[config.mk]
export PLATFORM = sky130hd
export DESIGN_NAME = char_lcd_nibble_sequencer_core_flat
export DESIGN_NICKNAME = d
export VERILOG_FILES = /design/src/clns_pkg.sv /design/src/clns_in_if.sv /design/src/clns_out_if.sv /design/src/clns_seq.sv /design/src/char_lcd_nibble_sequencer_core.sv /design/src/flat_wrapper.sv
export VERILOG_INCLUDE_DIRS = /design/src /design/src/src
export SDC_FILE = /design/constraint.sdc
export NUM_CORES = 1
export LEC_CHECK = 0
export BUFFER_PORTS_ARGS = -buffer_cell sky130_fd_sc_hd__buf_4
export CAP_MARGIN = 40
export CORE_ASPECT_RATIO = 0.7
export CORE_UTILIZATION = 40
export CTS_CLUSTER_SIZE = 40
export DETAILED_ROUTE_END_ITERATION = 16
export PLACE_DENSITY = 0.74
export SYNTH_ARGS = -nofsm -noshare
export SYNTH_HDL_FRONTEND = slang
export SYNTH_SLANG_ARGS = --single-unit
export TNS_END_PERCENT = 100
[constraint.sdc]
create_clock -name clk -period 3 [get_ports clk]
set_input_delay 0.45 -clock clk [delete_from_list [all_inputs] [get_ports clk]]
set_output_delay 0.45 -clock clk [all_outputs]
set_load 0.01 [all_outputs]
[src/assert_macros.svh]
// Assertion macros for the sequencer RTL; clns_seq is the file that includes them.
`ifndef ASSERT_MACROS_SVH
`define ASSERT_MACROS_SVH

// Same-cycle implication, sampled on clk and ignored while rst_n is low.
`define CLNS_ASSERT_IMPLY(lbl, ante, cons, msg) \
    lbl: assert property (@(posedge clk) disable iff (!rst_n) (ante) |-> (cons)) \
        else $error(msg);

// Next-cycle implication, sampled on clk and ignored while rst_n is low.
`define CLNS_ASSERT_NEXT(lbl, ante, cons, msg) \
    lbl: assert property (@(posedge clk) disable iff (!rst_n) (ante) |=> (cons)) \
        else $error(msg);

`endif

[src/clns_pkg.sv]
// Types, constants and the microcode program of the LCD nibble sequencer.
package clns_pkg;

    typedef enum logic [2:0] {
        ACT_DATA   = 3'd0,
        ACT_CMD    = 3'd1,
        ACT_CURSOR = 3'd2,
        ACT_CLEAR  = 3'd3,
        ACT_INIT   = 3'd4
    } action_t;

    localparam int ROM_DEPTH = 29;
    localparam int PC_W      = $clog2(ROM_DEPTH);

    localparam logic [PC_W-1:0] ENTRY_DATA = PC_W'(0);
    localparam logic [PC_W-1:0] ENTRY_CMD  = PC_W'(4);
    localparam logic [PC_W-1:0] ENTRY_INIT = PC_W'(8);

    localparam int CFG_ADDR_W = 3;
    localparam int CFG_DATA_W = 32;
    localparam logic [0:0] REG_BACKLIGHT = 1'b0;

    localparam logic [7:0] LCD_CLEAR    = 8'h01;
    localparam logic [7:0] LCD_SET_DDRAM = 8'h80;
    localparam logic [7:0] RAW_INIT_BYTE = 8'h08;

    localparam logic [2:0] WAIT_STROBE = 3'd2;
    localparam logic [2:0] WAIT_NONE   = 3'd0;
    localparam logic [2:0] WAIT_INIT   = 3'd5;

    // One control word per output byte.
    typedef struct packed {
        logic       src_const;
        logic [7:0] const_byte;
        logic       rs;
        logic       lo_half;
        logic       en;
        logic [2:0] wait_ms;
        logic       last;
        logic       raw;
    } ctl_t;

    // Builds the control word for one of the four steps of an LCD byte.
    function automatic ctl_t nib_step(input logic is_const, input logic [7:0] cbyte,
                                      input logic rs, input logic [1:0] sub,
                                      input logic [2:0] tail, input logic ends);
        ctl_t w;
        w.src_const  = is_const;
        w.const_byte = cbyte;
        w.rs         = rs;
        w.lo_half    = sub[1];
        w.en         = ~sub[0];
        w.wait_ms    = sub[0] ? ((sub == 2'd3) ? tail : WAIT_NONE) : WAIT_STROBE;
        w.last       = ends && (sub == 2'd3);
        w.raw        = 1'b0;
        return w;
    endfunction

    function automatic ctl_t rom_word(input logic [PC_W-1:0] pc);
        ctl_t w;
        w = '0;
        case (pc)
            // Data byte from the operand register, RS set.
            PC_W'(0):  w = nib_step(1'b0, 8'h00, 1'b1, 2'd0, WAIT_NONE, 1'b1);
            PC_W'(1):  w = nib_step(1'b0, 8'h00, 1'b1, 2'd1, WAIT_NONE, 1'b1);
            PC_W'(2):  w = nib_step(1'b0, 8'h00, 1'b1, 2'd2, WAIT_NONE, 1'b1);
            PC_W'(3):  w = nib_step(1'b0, 8'h00, 1'b1, 2'd3, WAIT_NONE, 1'b1);
            // Command byte from the operand register, RS clear.
            PC_W'(4):  w = nib_step(1'b0, 8'h00, 1'b0, 2'd0, WAIT_NONE, 1'b1);
            PC_W'(5):  w = nib_step(1'b0, 8'h00, 1'b0, 2'd1, WAIT_NONE, 1'b1);
            PC_W'(6):  w = nib_step(1'b0, 8'h00, 1'b0, 2'd2, WAIT_NONE, 1'b1);
            PC_W'(7):  w = nib_step(1'b0, 8'h00, 1'b0, 2'd3, WAIT_NONE, 1'b1);
            // Init program.
            PC_W'(8):  w = nib_step(1'b1, 8'h33, 1'b0, 2'd0, WAIT_INIT, 1'b0);
            PC_W'(9):  w = nib_step(1'b1, 8'h33, 1'b0, 2'd1, WAIT_INIT, 1'b0);
            PC_W'(10): w = nib_step(1'b1, 8'h33, 1'b0, 2'd2, WAIT_INIT, 1'b0);
            PC_W'(11): w = nib_step(1'b1, 8'h33, 1'b0, 2'd3, WAIT_INIT, 1'b0);
            PC_W'(12): w = nib_step(1'b1, 8'h32, 1'b0, 2'd0, WAIT_INIT, 1'b0);
            PC_W'(13): w = nib_step(1'b1, 8'h32, 1'b0, 2'd1, WAIT_INIT, 1'b0);
            PC_W'(14): w = nib_step(1'b1, 8'h32, 1'b0, 2'd2, WAIT_INIT, 1'b0);
            PC_W'(15): w = nib_step(1'b1, 8'h32, 1'b0, 2'd3, WAIT_INIT, 1'b0);
            PC_W'(16): w = nib_step(1'b1, 8'h28, 1'b0, 2'd0, WAIT_INIT, 1'b0);
            PC_W'(17): w = nib_step(1'b1, 8'h28, 1'b0, 2'd1, WAIT_INIT, 1'b0);
            PC_W'(18): w = nib_step(1'b1, 8'h28, 1'b0, 2'd2, WAIT_INIT, 1'b0);
            PC_W'(19): w = nib_step(1'b1, 8'h28, 1'b0, 2'd3, WAIT_INIT, 1'b0);
            PC_W'(20): w = nib_step(1'b1, 8'h0C, 1'b0, 2'd0, WAIT_INIT, 1'b0);
            PC_W'(21): w = nib_step(1'b1, 8'h0C, 1'b0, 2'd1, WAIT_INIT, 1'b0);
            PC_W'(22): w = nib_step(1'b1, 8'h0C, 1'b0, 2'd2, WAIT_INIT, 1'b0);
            PC_W'(23): w = nib_step(1'b1, 8'h0C, 1'b0, 2'd3, WAIT_INIT, 1'b0);
            PC_W'(24): w = nib_step(1'b1, LCD_CLEAR, 1'b0, 2'd0, WAIT_NONE, 1'b0);
            PC_W'(25): w = nib_step(1'b1, LCD_CLEAR, 1'b0, 2'd1, WAIT_NONE, 1'b0);
            PC_W'(26): w = nib_step(1'b1, LCD_CLEAR, 1'b0, 2'd2, WAIT_NONE, 1'b0);
            PC_W'(27): w = nib_step(1'b1, LCD_CLEAR, 1'b0, 2'd3, WAIT_NONE, 1'b0);
            PC_W'(28):
            begin
                w.src_const  = 1'b1;
                w.const_byte = RAW_INIT_BYTE;
                w.wait_ms    = WAIT_INIT;
                w.last       = 1'b1;
                w.raw        = 1'b1;
            end
            default:
            begin
                // Unused addresses end the program.
                w.last = 1'b1;
            end
        endcase
        return w;
    endfunction

endpackage

[src/clns_in_if.sv]
// Request channel carrying one LCD action item.
interface clns_in_if;
    import clns_pkg::*;

    logic              valid;
    logic              ready;
    logic [2:0]        action;
    logic [7:0]        value;
    logic signed [7:0] column;
    logic signed [7:0] row;

    modport source (output valid, output action, output value, output column,
                    output row, input ready);
    modport sink (input valid, input action, input value, input column,
                  input row, output ready);
endinterface

[src/clns_out_if.sv]
// Result channel carrying one expander byte item.
interface clns_out_if;
    import clns_pkg::*;

    logic       valid;
    logic       ready;
    logic [7:0] expander_byte;
    logic [2:0] wait_ms;
    logic       last;

    modport source (output valid, output expander_byte, output wait_ms, output last,
                    input ready);
    modport sink (input valid, input expander_byte, input wait_ms, input last,
                  output ready);
endinterface

[src/clns_seq.sv]
// Step counter and microcode lookup of the nibble sequencer.
`include "assert_macros.svh"

module clns_seq (
    input  logic                         clk,
    input  logic                         rst_n,
    input  logic                         start,
    input  logic [2:0]                   action,
    input  logic                         advance,
    output clns_pkg::ctl_t               ctl,
    output logic                         busy
);
    import clns_pkg::*;

    logic [PC_W-1:0] pc_reg;
    logic [PC_W-1:0] pc_next;
    logic            busy_reg;
    logic            busy_next;
    logic [PC_W-1:0] entry;
    logic            known;

    always_comb
    begin
        entry = ENTRY_DATA;
        known = 1'b1;
        case (action)
            ACT_DATA:                        entry = ENTRY_DATA;
            ACT_CMD, ACT_CURSOR, ACT_CLEAR:  entry = ENTRY_CMD;
            ACT_INIT:                        entry = ENTRY_INIT;
            default:                         known = 1'b0;
        endcase
    end

    assign ctl = rom_word(pc_reg);

    always_comb
    begin
        pc_next   = pc_reg;
        busy_next = busy_reg;
        if (advance)
        begin
            if (ctl.last)
            begin
                busy_next = 1'b0;
            end
            else
            begin
                pc_next = pc_reg + PC_W'(1);
            end
        end
        // A new item may be taken on the final step of the previous one.
        if (start && known)
        begin
            busy_next = 1'b1;
            pc_next   = entry;
        end
    end

    always_ff @(posedge clk or negedge rst_n)
    begin
        if (!rst_n)
        begin
            pc_reg   <= '0;
            busy_reg <= 1'b0;
        end
        else
        begin
            pc_reg   <= pc_next;
            busy_reg <= busy_next;
        end
    end

    assign busy = busy_reg;

    `CLNS_ASSERT_IMPLY(a_pc_in_rom, busy_reg, pc_reg < PC_W'(ROM_DEPTH), "pc outside program")
    `CLNS_ASSERT_NEXT(a_end_idle, advance && ctl.last && !start, !busy_reg,
                      "sequencer still busy after final step")
    `CLNS_ASSERT_NEXT(a_dispatch, start && known, busy_reg && pc_reg == $past(entry),
                      "dispatch did not load entry point")
endmodule

[src/char_lcd_nibble_sequencer_core.sv]
// Top level of the character-LCD nibble sequencer for an I2C port expander.
// Each accepted item is one LCD action; the block emits one expander byte item per
// cycle from a microcoded step counter into an output register, so throughput is
// one result byte per clock while the sink takes them. Data, command, set cursor and
// clear produce 4 bytes (items run back to back, since the next item is taken
// on the final step of the current one); init produces 21 bytes.
// Unknown actions are accepted and produce nothing. Backlight (register 0, byte
// address 0, reset 1) sets bit 3 of every byte except the raw 0x08 that ends init.
module char_lcd_nibble_sequencer_core (
    input  logic                                clk,
    input  logic                                rst_n,
    clns_in_if.sink                             in_ch,
    clns_out_if.source                          out_ch,
    input  logic                                psel,
    input  logic                                penable,
    input  logic                                pwrite,
    input  logic [clns_pkg::CFG_ADDR_W-1:0]     paddr,
    input  logic [clns_pkg::CFG_DATA_W-1:0]     pwdata,
    output logic [clns_pkg::CFG_DATA_W-1:0]     prdata,
    output logic                                pready
);
    import clns_pkg::*;

    logic       backlight_reg;
    logic       backlight_next;
    logic [7:0] operand_reg;
    logic [7:0] operand_next;
    logic       out_valid_reg;
    logic       out_valid_next;
    logic [7:0] byte_reg;
    logic [7:0] byte_next;
    logic [2:0] wait_reg;
    logic [2:0] wait_next;
    logic       last_reg;
    logic       last_next;

    ctl_t       ctl;
    logic       busy;
    logic       advance;
    logic       start;
    logic [3:0] col_clamped;
    logic       row_clamped;
    logic [7:0] src_byte;
    logic [3:0] nib;

    // Configuration port.
    assign pready = 1'b1;
    always_comb
    begin
        backlight_next = backlight_reg;
        if (psel && penable && pwrite && pready && paddr[2] == REG_BACKLIGHT)
        begin
            backlight_next = pwdata[0];
        end
    end
    assign prdata = (paddr[2] == REG_BACKLIGHT) ? {{(CFG_DATA_W-1){1'b0}}, backlight_reg}
                                                : '0;

    // Handshake.
    assign advance     = busy && (!out_valid_reg || out_ch.ready);
    assign in_ch.ready = !busy || (advance && ctl.last);
    assign start       = in_ch.valid && in_ch.ready;

    clns_seq u_seq (
        .clk     (clk),
        .rst_n   (rst_n),
        .start   (start),
        .action  (in_ch.action),
        .advance (advance),
        .ctl     (ctl),
        .busy    (busy)
    );

    // Operand byte for the data and command programs.
    always_comb
    begin
        if (in_ch.column < 0)
        begin
            col_clamped = 4'd0;
        end
        else if (in_ch.column > 8'sd15)
        begin
            col_clamped = 4'd15;
        end
        else
        begin
            col_clamped = in_ch.column[3:0];
        end
        row_clamped = (in_ch.row > 8'sd0);

        operand_next = operand_reg;
        if (start)
        begin
            case (in_ch.action)
                ACT_DATA, ACT_CMD: operand_next = in_ch.value;
                ACT_CURSOR:        operand_next = LCD_SET_DDRAM
                                                  | {1'b0, row_clamped, 2'b00, col_clamped};
                ACT_CLEAR:         operand_next = LCD_CLEAR;
                default:           operand_next = operand_reg;
            endcase
        end
    end

    // Byte formatter and output register.
    assign src_byte = ctl.src_const ? ctl.const_byte : operand_reg;
    assign nib      = ctl.lo_half ? src_byte[3:0] : src_byte[7:4];

    always_comb
    begin
        out_valid_next = out_valid_reg;
        byte_next      = byte_reg;
        wait_next      = wait_reg;
        last_next      = last_reg;
        if (advance)
        begin
            out_valid_next = 1'b1;
            byte_next      = ctl.raw ? ctl.const_byte
                                     : {nib, backlight_reg, ctl.en, 1'b0, ctl.rs};
            wait_next      = ctl.wait_ms;
            last_next      = ctl.last;
        end
        else if (out_ch.ready)
        begin
            out_valid_next = 1'b0;
        end
    end

    always_ff @(posedge clk or negedge rst_n)
    begin
        if (!rst_n)
        begin
            backlight_reg <= 1'b1;
            out_valid_reg <= 1'b0;
        end
        else
        begin
            backlight_reg <= backlight_next;
            out_valid_reg <= out_valid_next;
        end
    end

    always_ff @(posedge clk)
    begin
        operand_reg <= operand_next;
        byte_reg    <= byte_next;
        wait_reg    <= wait_next;
        last_reg    <= last_next;
    end

    assign out_ch.valid         = out_valid_reg;
    assign out_ch.expander_byte = byte_reg;
    assign out_ch.wait_ms       = wait_reg;
    assign out_ch.last          = last_reg;
endmodule

[src/flat_wrapper.sv]
// flat-port wrapper written by rule: the top's interface ports become plain ports
module char_lcd_nibble_sequencer_core_flat import clns_pkg::*;
  (clk, rst_n, psel, penable, pwrite, paddr, pwdata, prdata, pready, in_ch_valid, in_ch_action, in_ch_value, in_ch_column, in_ch_row, in_ch_ready, out_ch_valid, out_ch_expander_byte, out_ch_wait_ms, out_ch_last, out_ch_ready);
  clns_in_if in_ch_i ();
  clns_out_if out_ch_i ();
  input  logic clk;
  input  logic rst_n;
  input  logic psel;
  input  logic penable;
  input  logic pwrite;
  input  logic [clns_pkg::CFG_ADDR_W-1:0] paddr;
  input  logic [clns_pkg::CFG_DATA_W-1:0] pwdata;
  output logic [clns_pkg::CFG_DATA_W-1:0] prdata;
  output logic pready;
  input wire logic [$bits(in_ch_i.valid)-1:0] in_ch_valid;
  input wire logic [$bits(in_ch_i.action)-1:0] in_ch_action;
  input wire logic [$bits(in_ch_i.value)-1:0] in_ch_value;
  input wire logic [$bits(in_ch_i.column)-1:0] in_ch_column;
  input wire logic [$bits(in_ch_i.row)-1:0] in_ch_row;
  output wire logic [$bits(in_ch_i.ready)-1:0] in_ch_ready;
  output wire logic [$bits(out_ch_i.valid)-1:0] out_ch_valid;
  output wire logic [$bits(out_ch_i.expander_byte)-1:0] out_ch_expander_byte;
  output wire logic [$bits(out_ch_i.wait_ms)-1:0] out_ch_wait_ms;
  output wire logic [$bits(out_ch_i.last)-1:0] out_ch_last;
  input wire logic [$bits(out_ch_i.ready)-1:0] out_ch_ready;
  assign in_ch_i.valid = in_ch_valid;
  assign in_ch_i.action = in_ch_action;
  assign in_ch_i.value = in_ch_value;
  assign in_ch_i.column = in_ch_column;
  assign in_ch_i.row = in_ch_row;
  assign in_ch_ready = in_ch_i.ready;
  assign out_ch_valid = out_ch_i.valid;
  assign out_ch_expander_byte = out_ch_i.expander_byte;
  assign out_ch_wait_ms = out_ch_i.wait_ms;
  assign out_ch_last = out_ch_i.last;
  assign out_ch_i.ready = out_ch_ready;
  char_lcd_nibble_sequencer_core u_core (.clk(clk), .rst_n(rst_n), .in_ch(in_ch_i), .out_ch(out_ch_i), .psel(psel), .penable(penable), .pwrite(pwrite), .paddr(paddr), .pwdata(pwdata), .prdata(prdata), .pready(pready));
endmodule
Word-level counts from Yosys, hierarchy flattened
Cells that the tools add are included.
W data, S select, Z words.
{"block": "word_totals", "in_bits": 69, "register_bits": 28}
{"block": "classes", "magnitude_cmp": 3, "bitwise": 1, "n_reduce_logical": 34, "addsub": 1, "n_mux": 22, "eq_ne": 33}
{"op": "$eq A5 B5 Y1 const B", "count": 13}
{"op": "$pmux W9 S6", "count": 1}
{"op": "$eq A5 B4 Y1 const B", "count": 8}
{"op": "$reduce_or A26 Y1", "count": 1}
{"op": "$pmux W8 S3", "count": 1}
{"op": "$pmux W3 S7", "count": 1}
{"op": "$eq A5 B3 Y1 const B", "count": 4}
{"op": "$reduce_or A4 Y1", "count": 5}
{"op": "$reduce_or A6 Y1", "count": 3}
{"op": "$mux W8", "count": 2}
{"op": "$mux W5", "count": 3}
{"op": "$reduce_or A14 Y1", "count": 1}
{"op": "$mux W4", "count": 3}
{"op": "$eq A5 B2 Y1 const B", "count": 2}
{"op": "$reduce_or A5 Y1", "count": 2}
{"op": "$mux W1", "count": 9}
{"op": "$gt A8 B1 Y1 const B", "count": 1}
{"op": "$gt A8 B5 Y1 const B", "count": 1}
{"op": "$lt A8 B1 Y1 const B", "count": 1}
{"op": "$pmux W4 S2", "count": 1}
{"op": "$logic_and A1 B1 Y1", "count": 7}
{"op": "$eq A3 B2 Y1 const B", "count": 2}
{"op": "$pmux W3 S2", "count": 1}
{"op": "$reduce_and A2 Y1", "count": 3}
{"op": "14 further kinds", "count": 18}

Longest topological paths before layout
Gate-level depths: netlist of the first run.
{"block": "depth", "ltp_word": 9, "mapped_depth": 9, "mapped_depth_nobuf": 8}

By module
Synthesis of the first run repeated with hierarchy kept, for this count alone.
{"block": "unflattened", "hier_cells": 201, "area_unflattened_um2": 1944.4}
{"module": "char_lcd_nibble_sequencer_core", "area_per_inst_um2": 1322.5, "cells_per_inst": 122, "instances": 1}
{"module": "clns_seq", "area_per_inst_um2": 621.8, "cells_per_inst": 79, "instances": 1}

Worst setup path before layout of the first run
Ideal clock, no wire load.
{"block": "synth_path", "path_type": "flip-flop to flip-flop", "from": "register u_core.u_seq.pc_reg[0]", "to": "register u_core.operand_reg[0], enable pin", "t_arrival_ps": 2283, "required_time_ps": 2627, "path_slack_ps": 344, "setup_ps": 373, "stages_incl_launch_ff": 8, "cell_sequence": "dfrtp_1 ha_1 and3_1 ha_1 a221o_1 a211oi_4 a21bo_2 nor2b_1"}
{"block": "synth_via", "elab_chain_cells": 7, "elab_cells_between_ends": 32, "cone_classes": "25 x eq/ne; 1 x mux; 6 x reduce/logical"}
{"item": "from (decl)", "line_no": "clns_seq.sv:15", "rtl": "logic [PC_W-1:0] pc_reg;"}
{"item": "from (signal assigned)", "line_no": "clns_seq.sv:68", "rtl": "pc_reg <= pc_next;"}
{"item": "$eq A5 B5 Y1, or another cell as far along", "line_no": "clns_pkg.sv:62", "rtl": "case (pc)"}
{"item": "$reduce_or A26 Y1 (no line) *"}
{"item": "$mux W1 *", "line_no": "clns_pkg.sv:62"}
{"item": "$logic_and A1 B1 Y1 *", "line_no": "char_lcd_nibble_sequencer_core.sv:61", "rtl": "assign in_ch.ready = !busy || (advance && ctl.last);"}
{"item": "$logic_or A1 B1 Y1 *", "line_no": "char_lcd_nibble_sequencer_core.sv:61"}
{"item": "via in_ch_ready", "line_no": "flat_wrapper.sv:20", "rtl": "output wire logic [$bits(in_ch_i.ready)-1:0] in_ch_ready;"}
{"item": "$logic_and A1 B1 Y1 *", "line_no": "char_lcd_nibble_sequencer_core.sv:62", "rtl": "assign start = in_ch.valid && in_ch.ready;"}
{"item": "$reduce_and A2 Y1 (no line) *"}
{"item": "to (signal assigned)", "line_no": "char_lcd_nibble_sequencer_core.sv:144", "rtl": "operand_reg <= operand_next;"}
{"item": "to (decl)", "line_no": "char_lcd_nibble_sequencer_core.sv:26", "rtl": "logic [7:0] operand_reg;"}
Mark *: on every way through the listed nets, which the timed path passes. The rest lies on a longest branch.
A chain may end at the register's enable or synchronous reset.

Final worst setup path of the first run
{"block": "layout_path", "from": "register u_core.u_seq.pc_reg[0]", "to": "output in_ch_ready"}
{"block": "layout_via", "elab_chain_cells": 5, "elab_cells_between_ends": 30, "cone_classes": "25 x eq/ne; 1 x mux; 4 x reduce/logical"}
{"item": "$eq A5 B5 Y1, or another cell as far along", "line_no": "clns_pkg.sv:62"}
{"item": "$reduce_or A26 Y1 (no line) *"}
{"item": "$mux W1 *", "line_no": "clns_pkg.sv:62"}
{"item": "$logic_and A1 B1 Y1 *", "line_no": "char_lcd_nibble_sequencer_core.sv:61"}
{"item": "$logic_or A1 B1 Y1 *", "line_no": "char_lcd_nibble_sequencer_core.sv:61"}
{"item": "to (decl)", "line_no": "flat_wrapper.sv:20"}
Every way passes the cells marked *; elsewhere a longest branch is shown, timed or not.

==> results of run 1 <==
## what timing repair did
item | CTS | global route
endpoints found under the hold margin | 7 | 0
gates resized for setup | 0 | 1
hold buffers | 1 | 0
setup endpoints to repair | 0 | 1
## stage by stage
stage / instance area (sq um) / hold WS [ns] / setup WS [ns] / power, uW
floorplan: 2070 / 0.154 / 0.344 / 1470
global placement: 2230 / 0.282 / 0.438 / 1720
detailed placement: 2230 / 0.281 / 0.406 / 1760
CTS: 2290 / 0.410 / 0.133 / 1960
global route: 2290 / 0.423 / 0.0337 / 2120
finish: 2290 / 0.405 / 0.155 / 1970
## how the worst max path moves through the flow
| stage | cells past startpoint | slack (ns) | end |
|---|---|---|---|
| final | 7 | 0.16 | in_ch_ready |
| after detailed placement | 8 | 0.41 | u_core.operand_reg[5] |
| after global routing | 7 | 0.03 | in_ch_ready |
| after CTS | 7 | 0.13 | in_ch_ready |
| after floorplan | 7 | 0.34 | u_core.operand_reg[0] |
| after global placement | 8 | 0.44 | u_core.operand_reg[5] |
## metal layers
metal	track usage, %	up-vias	wire length, um
li1	-	771	-
met1	21.6	705	1830
met2	24.9	84	1820
met3	4.76	4	327
met4	3.81	0	24
met5	0	-	0
## critical path, cell delays in order, from the launching register on
cell	delay, ns
dfrtp_2	0.48
ha_1	0.26
and3_1	0.19
ha_1	0.25
a221o_1	0.34
a211oi_4	0.27
a21bo_2	0.21
buf_4	0.12
## final cells by class
type                       instances  area [sq um]
inverter                           5          18.8
clock buffer                       4          45.0
tap                               55          68.8
timing repair buffer              54           408
fill                             424          2210
multi-input combinational        161           977
sequential                        27           773
## cell usage after synthesis, drive strengths merged (2+ instances only)
cell	n	share of area, %
a31oi	3	0.96
inv	5	0.96
a21o	3	1.2
nor2b	5	1.9
ha	6	3.8
mux2i	2	1.0
nand4b	2	0.89
or3	4	1.4
mux2	2	1.2
nand2b	7	2.2
nand2	16	3.5
a21oi	7	1.8
dfrtp	7	8.9
and2b	2	1.0
nor4	3	0.96
o21ai	18	4.6
buf	38	14
clkbuf	3	1.1
a311o	2	1.0
o41ai	2	0.89
nand3	7	1.8
o211ai	3	1.2
nor2	11	2.1
conb	2	0.38
edfxtp	19	29
and2	2	0.64
or4	2	0.77
## kinds of logic after synthesis
group	count (synthesis)	share of synthesized area (%)
multiplexers	4	2.17
adder cells (fa/ha/maj)	6	3.83
AND/OR/NAND/NOR	68	19.7
flip-flops	27	39.4
AO/OA/AOI/OAI	50	17.6
other	2	0.384
XOR/XNOR	1	0.447
buffers and inverters	46	16.4
## power groups by stage
stage,Combinational (uW),Sequential (uW),Clock [uW]
2_1_floorplan,774,698,0
3_5_place_dp,1050,702,0
4_1_cts,1060,693,212
6_report,1060,696,209
3_3_place_gp,1020,696,0
5_1_grt,1180,717,225
==> impl_metrics.env, run 1 <==
export IMPL_outcome="complete, no violations"
export IMPL_syn2layout_area_growth_pct=17.0
export IMPL_grt_use_total_pct=15.8
export IMPL_syn_cell_area_sq_mm=0.00196
export IMPL_start_util_pct=43.5
export IMPL_num_io_pins=116
export IMPL_dp_hpwl_um=3000
export IMPL_vias_per_cell=5.11
export IMPL_routed_wl_um=4000
export IMPL_drive_gt1_share_pct=28.3
export IMPL_async_flop_share_pct=29.6
export IMPL_min_path_type="input port to flop"
export IMPL_drtIter0Drc=47
export IMPL_period_needed_ns=2.84
export IMPL_post_cts_setup_buffer_count=0
export IMPL_cts_htree_levels=1
export IMPL_gp_congestion=0.779
export IMPL_synthCells=204
export IMPL_crit_path_start="u_core.u_seq.pc_reg[0]"
export IMPL_nNetsFinal=327
export IMPL_path_clk_slew_ns=0.09
export IMPL_r2r_end="u_core.operand_reg[5]"
export IMPL_final_antenna_net_count=0
export IMPL_finalNonFillerCells=306
export IMPL_crit_path_end_kind="output port"
export IMPL_hold_viol=0
export IMPL_grt_pass1_vias=1333
export IMPL_pwr_share_seq_pct=35.4
export IMPL_grt_first_pass_wirelength_um=6290
export IMPL_ys_ff_latch=27
export IMPL_critPathMaxFanout=9
export IMPL_worst_r2r_cell_count=8
export IMPL_placed_cells=301
export IMPL_worst_pin_slew_ns=0.534
export IMPL_dr_total_vias=1564
export IMPL_worstHoldStart="pwdata[0]"
export IMPL_power_per_cell_area_mw_per_mm2=858
export IMPL_chipWidth_um=85.6
export IMPL_drc=0
export IMPL_yosysSeqAreaShare_pct=39.4
export IMPL_grt_overflow_total=0
export IMPL_cts_sinks=27
export IMPL_slew_headroom_pct=64.0
export IMPL_yosysWarnings=0
export IMPL_avgSynthCellArea_sq_um=9.60
export IMPL_fmaxAchievable_mhz=352
export IMPL_power_frac_comb_pct=54.0
export IMPL_final_common_cell="buf_4"
export IMPL_reg2reg_from="u_core.u_seq.pc_reg[0]"
export IMPL_crit_arrival_ns=2.39
export IMPL_p_leak_uw=0.000993
export IMPL_synth_cell_types=56
export IMPL_holdPathEnd="u_core.backlight_reg"
export IMPL_cts_tree="built"
export IMPL_switching_share_pct=40.6
export IMPL_die_area_sq_mm=0.00518
export IMPL_die_h_um=60.5
export IMPL_crit_required_ns=2.55
export IMPL_hold_depth=2
export IMPL_wl_per_cell_um=13.1
export IMPL_diodes=0
export IMPL_ctsLongestPathBuffers=2
export IMPL_firstDrtPassIters=4
export IMPL_ys_flop_type="edfxtp_1"
export IMPL_cts_buffers=3
export IMPL_r2r_setup_slack_ns=0.42
export IMPL_skew_ns=0.00908
export IMPL_final_cell_mix="buf_4 (53), conb_1 (32), edfxtp_1 (19)"
export IMPL_core_sq_mm=0.00450
export IMPL_setup_tns_final_ns=0
export IMPL_num_rows=20
export IMPL_grt_start_max_net_pins=18
export IMPL_rsz0062_at_grt="false"
export IMPL_report_final_slew_viol_count=0
export IMPL_synth_edf_count=19
export IMPL_intPower_uw=1170
export IMPL_utilization_pct=50.9
export IMPL_numPortBuffers=50
export IMPL_crit_type="flop to output port"
export IMPL_crit_path_start_kind="flop"
export IMPL_p_clk_share_pct=10.6
export IMPL_clockRootBuffer="clkbuf_8"
export IMPL_ir_drop_mv=0.425
export IMPL_fin_crit_sh_pct=94.8
export IMPL_switchingPower_uw=799
export IMPL_clk_latency_ns=0.28
export IMPL_antenna_found_initial=0
export IMPL_cap_violations=0
export IMPL_setup_viol=0
Power figures use the tool's default switching activity.
==> inputs of run 2 (changes only) <==
CELL_PAD_IN_SITES_DETAIL_PLACEMENT = 0   (was unset)
CELL_PAD_IN_SITES_GLOBAL_PLACEMENT = 2   (was unset)
CORE_UTILIZATION = 24   (was 40)
PLACE_DENSITY = 0.79   (was 0.74)
==> run 2 against run 1 <==
Net effect:
- clock skew down 0.0034 ns
- sequential power fell by 3.7%
- design area grew 4.9%
- routed wire length is 4.1% higher
- register-to-register slack got worse by 0.04 ns
- global-route usage down 5.7 points
- core utilization decreased by 20 points
- via count fell by 2.0%
- flip-flop and latch count unchanged
- cell count grew 16%
- clock power is 52% higher
- critical path type unchanged
- largest power group unchanged
==> impl_metrics.env, run 2 (synthesis gave the netlist of run 1 again) <==
export IMPL_outcome="complete, no violations"
export IMPL_drive_gt1_share_pct=29.2
export IMPL_grt_use_total_pct=10.1
export IMPL_dp_hpwl_um=3270
export IMPL_grtUsageMet3_pct=2.86
export IMPL_die_h_um=77.6
export IMPL_r2r_setup_slack_ns=0.38
export IMPL_worst_pin_slew_ns=0.595
export IMPL_power_per_cell_area_mw_per_mm2=872
export IMPL_core_sq_mm=0.00787
export IMPL_grt_busiest_layer="met1"
export IMPL_start_util_pct=24.9
export IMPL_syn2layout_area_growth_pct=22.7
export IMPL_period_needed_ns=2.87
export IMPL_grt_start_max_net_pins=18
export IMPL_setup_tns_final_ns=0
export IMPL_finalPower_uw=2100
export IMPL_hold_viol=0
export IMPL_holdWs_ns=0.422
export IMPL_drtIter0Drc=69
export IMPL_critPathMaxFanout=9
export IMPL_placed_area_sq_mm=0.00231
export IMPL_final_area_sq_mm=0.00240
export IMPL_crit_path_start="u_core.u_seq.pc_reg[0]"
export IMPL_final_cell_mix="buf_4 (55), conb_1 (32), edfxtp_1 (19)"
export IMPL_worstSetupEndpoint="in_ch_ready"
export IMPL_report_final_slew_viol_count=0
export IMPL_path_clk_slew_ns=0.07
export IMPL_chipWidth_um=110
export IMPL_gp_congestion=0.738
export IMPL_ir_drop_mv=0.342
export IMPL_grtUsageMet1_pct=14.9
export IMPL_grt_use_met2_pct=14.5
export IMPL_grt_overflow_total=0
export IMPL_n_fill_cell=835
export IMPL_final_antenna_net_count=0
export IMPL_clockRootBuffer="clkbuf_16"
export IMPL_vias_per_cell=4.33
export IMPL_min_path_type="input port to flop"
export IMPL_diodes=0
export IMPL_cts_tree="built"
export IMPL_die_area_sq_mm=0.00853
export IMPL_fin_crit_sh_pct=95.6
export IMPL_nNetsFinal=329
export IMPL_cap_violations=0
export IMPL_firstDrtPassIters=4
export IMPL_routed_wl_um=4160
export IMPL_drc=0
export IMPL_fmaxAchievable_mhz=349
export IMPL_cts_sinks=27
export IMPL_cts_buffers=3
export IMPL_grt_first_pass_wirelength_um=6790
export IMPL_setup_viol=0
export IMPL_skew_ns=0.00568
export IMPL_r2r_end="u_core.operand_reg[1]"
export IMPL_crit_type="flop to output port"
export IMPL_numPortBuffers=50
export IMPL_dr_total_vias=1533
export IMPL_clk_latency_ns=0.26
export IMPL_grt_pass1_vias=1446
export IMPL_slew_headroom_pct=60.0
export IMPL_num_rows=27
export IMPL_worst_r2r_cell_count=8
export IMPL_crit_path_end_kind="output port"
export IMPL_reg2reg_from="u_core.u_seq.pc_reg[0]"
export IMPL_num_io_pins=116
export IMPL_crit_arrival_ns=2.42
export IMPL_wl_per_cell_um=11.8
export IMPL_final_common_cell="buf_4"
export IMPL_p_leak_uw=0.00102
export IMPL_antenna_found_initial=0
export IMPL_crit_required_ns=2.55
export IMPL_ctsLongestPathBuffers=2
export IMPL_rsz0062_at_grt="false"
export IMPL_crit_path_start_kind="flop"
export IMPL_cts_htree_levels=1
==> run 2: cell count changes in the layout (fill, tap and decap cells not counted) <==
cell,previous run,this run
clkbuf_16,0,3
inv_6,0,1
clkbuf_8,3,0
buf_4,53,55
clkbuf_1,1,0
==> run 2: how the worst min path moves through the flow <==
stage,endpoint,cells past startpoint,start
3_5_place_dp,u_core.out_ch.valid,1,rst_n
3_3_place_gp,u_core.out_ch.valid,1,rst_n
6_report,u_core.backlight_reg,2,pwdata[0]
2_1_floorplan,u_core.out_ch.valid,0,rst_n
5_1_grt,u_core.backlight_reg,2,pwdata[0]
4_1_cts,u_core.backlight_reg,2,pwdata[0]
==> run 2: cell type report <==
class	instances	area [sq um]	area share, %
clock buffer	3	75.1	3.13
clock inverter	1	8.76	0.365
inverter	5	18.8	0.781
multi-input combinational	161	977	40.7
sequential	27	773	32.2
tap	101	126	5.26
timing repair buffer	56	423	17.6
==> run 2: worst max-delay path, stage by stage (launching register included) <==
cell and delay [ns]:
dfrtp_2 0.48, ha_1 0.25, and3_1 0.20, ha_1 0.26, a221o_1 0.34, a211oi_4 0.29, a21bo_2 0.21, buf_4 0.12
==> run 2: through the flow <==
step | std cells | util (%) | worst slack, ns
after floorplan | 234 | - | 0.344
after global placement | 349 | 29.3 | 0.368
after detailed placement | 349 | 29.3 | 0.348
after CTS | 354 | 30.5 | 0.0974
after global routing | 354 | 30.5 | 0.00211
final | 354 | 30.5 | 0.132
==> run 2: repair_timing <==
action                     CTS  global route
hold buffers                 1             0
gates resized for setup      0             1
buffers inserted             0             0
setup endpoints to repair    0             1
hold endpoints to repair     7             0
==> run 2: power breakdown <==
part | total (uW) | switching, uW | internal [uW]
Combinational | 1110 | 608 | 501
Sequential | 670 | 87.2 | 582
Clock | 317 | 132 | 184
Total | 2100 | 828 | 1270
==> run 2: metal layers <==
metal | routed length (um) | vias up
met2 | 1650 | 69
met4 | 8 | 0
met1 | 2200 | 691
li1 | - | 771
met3 | 311 | 2
met5 | 0 | -
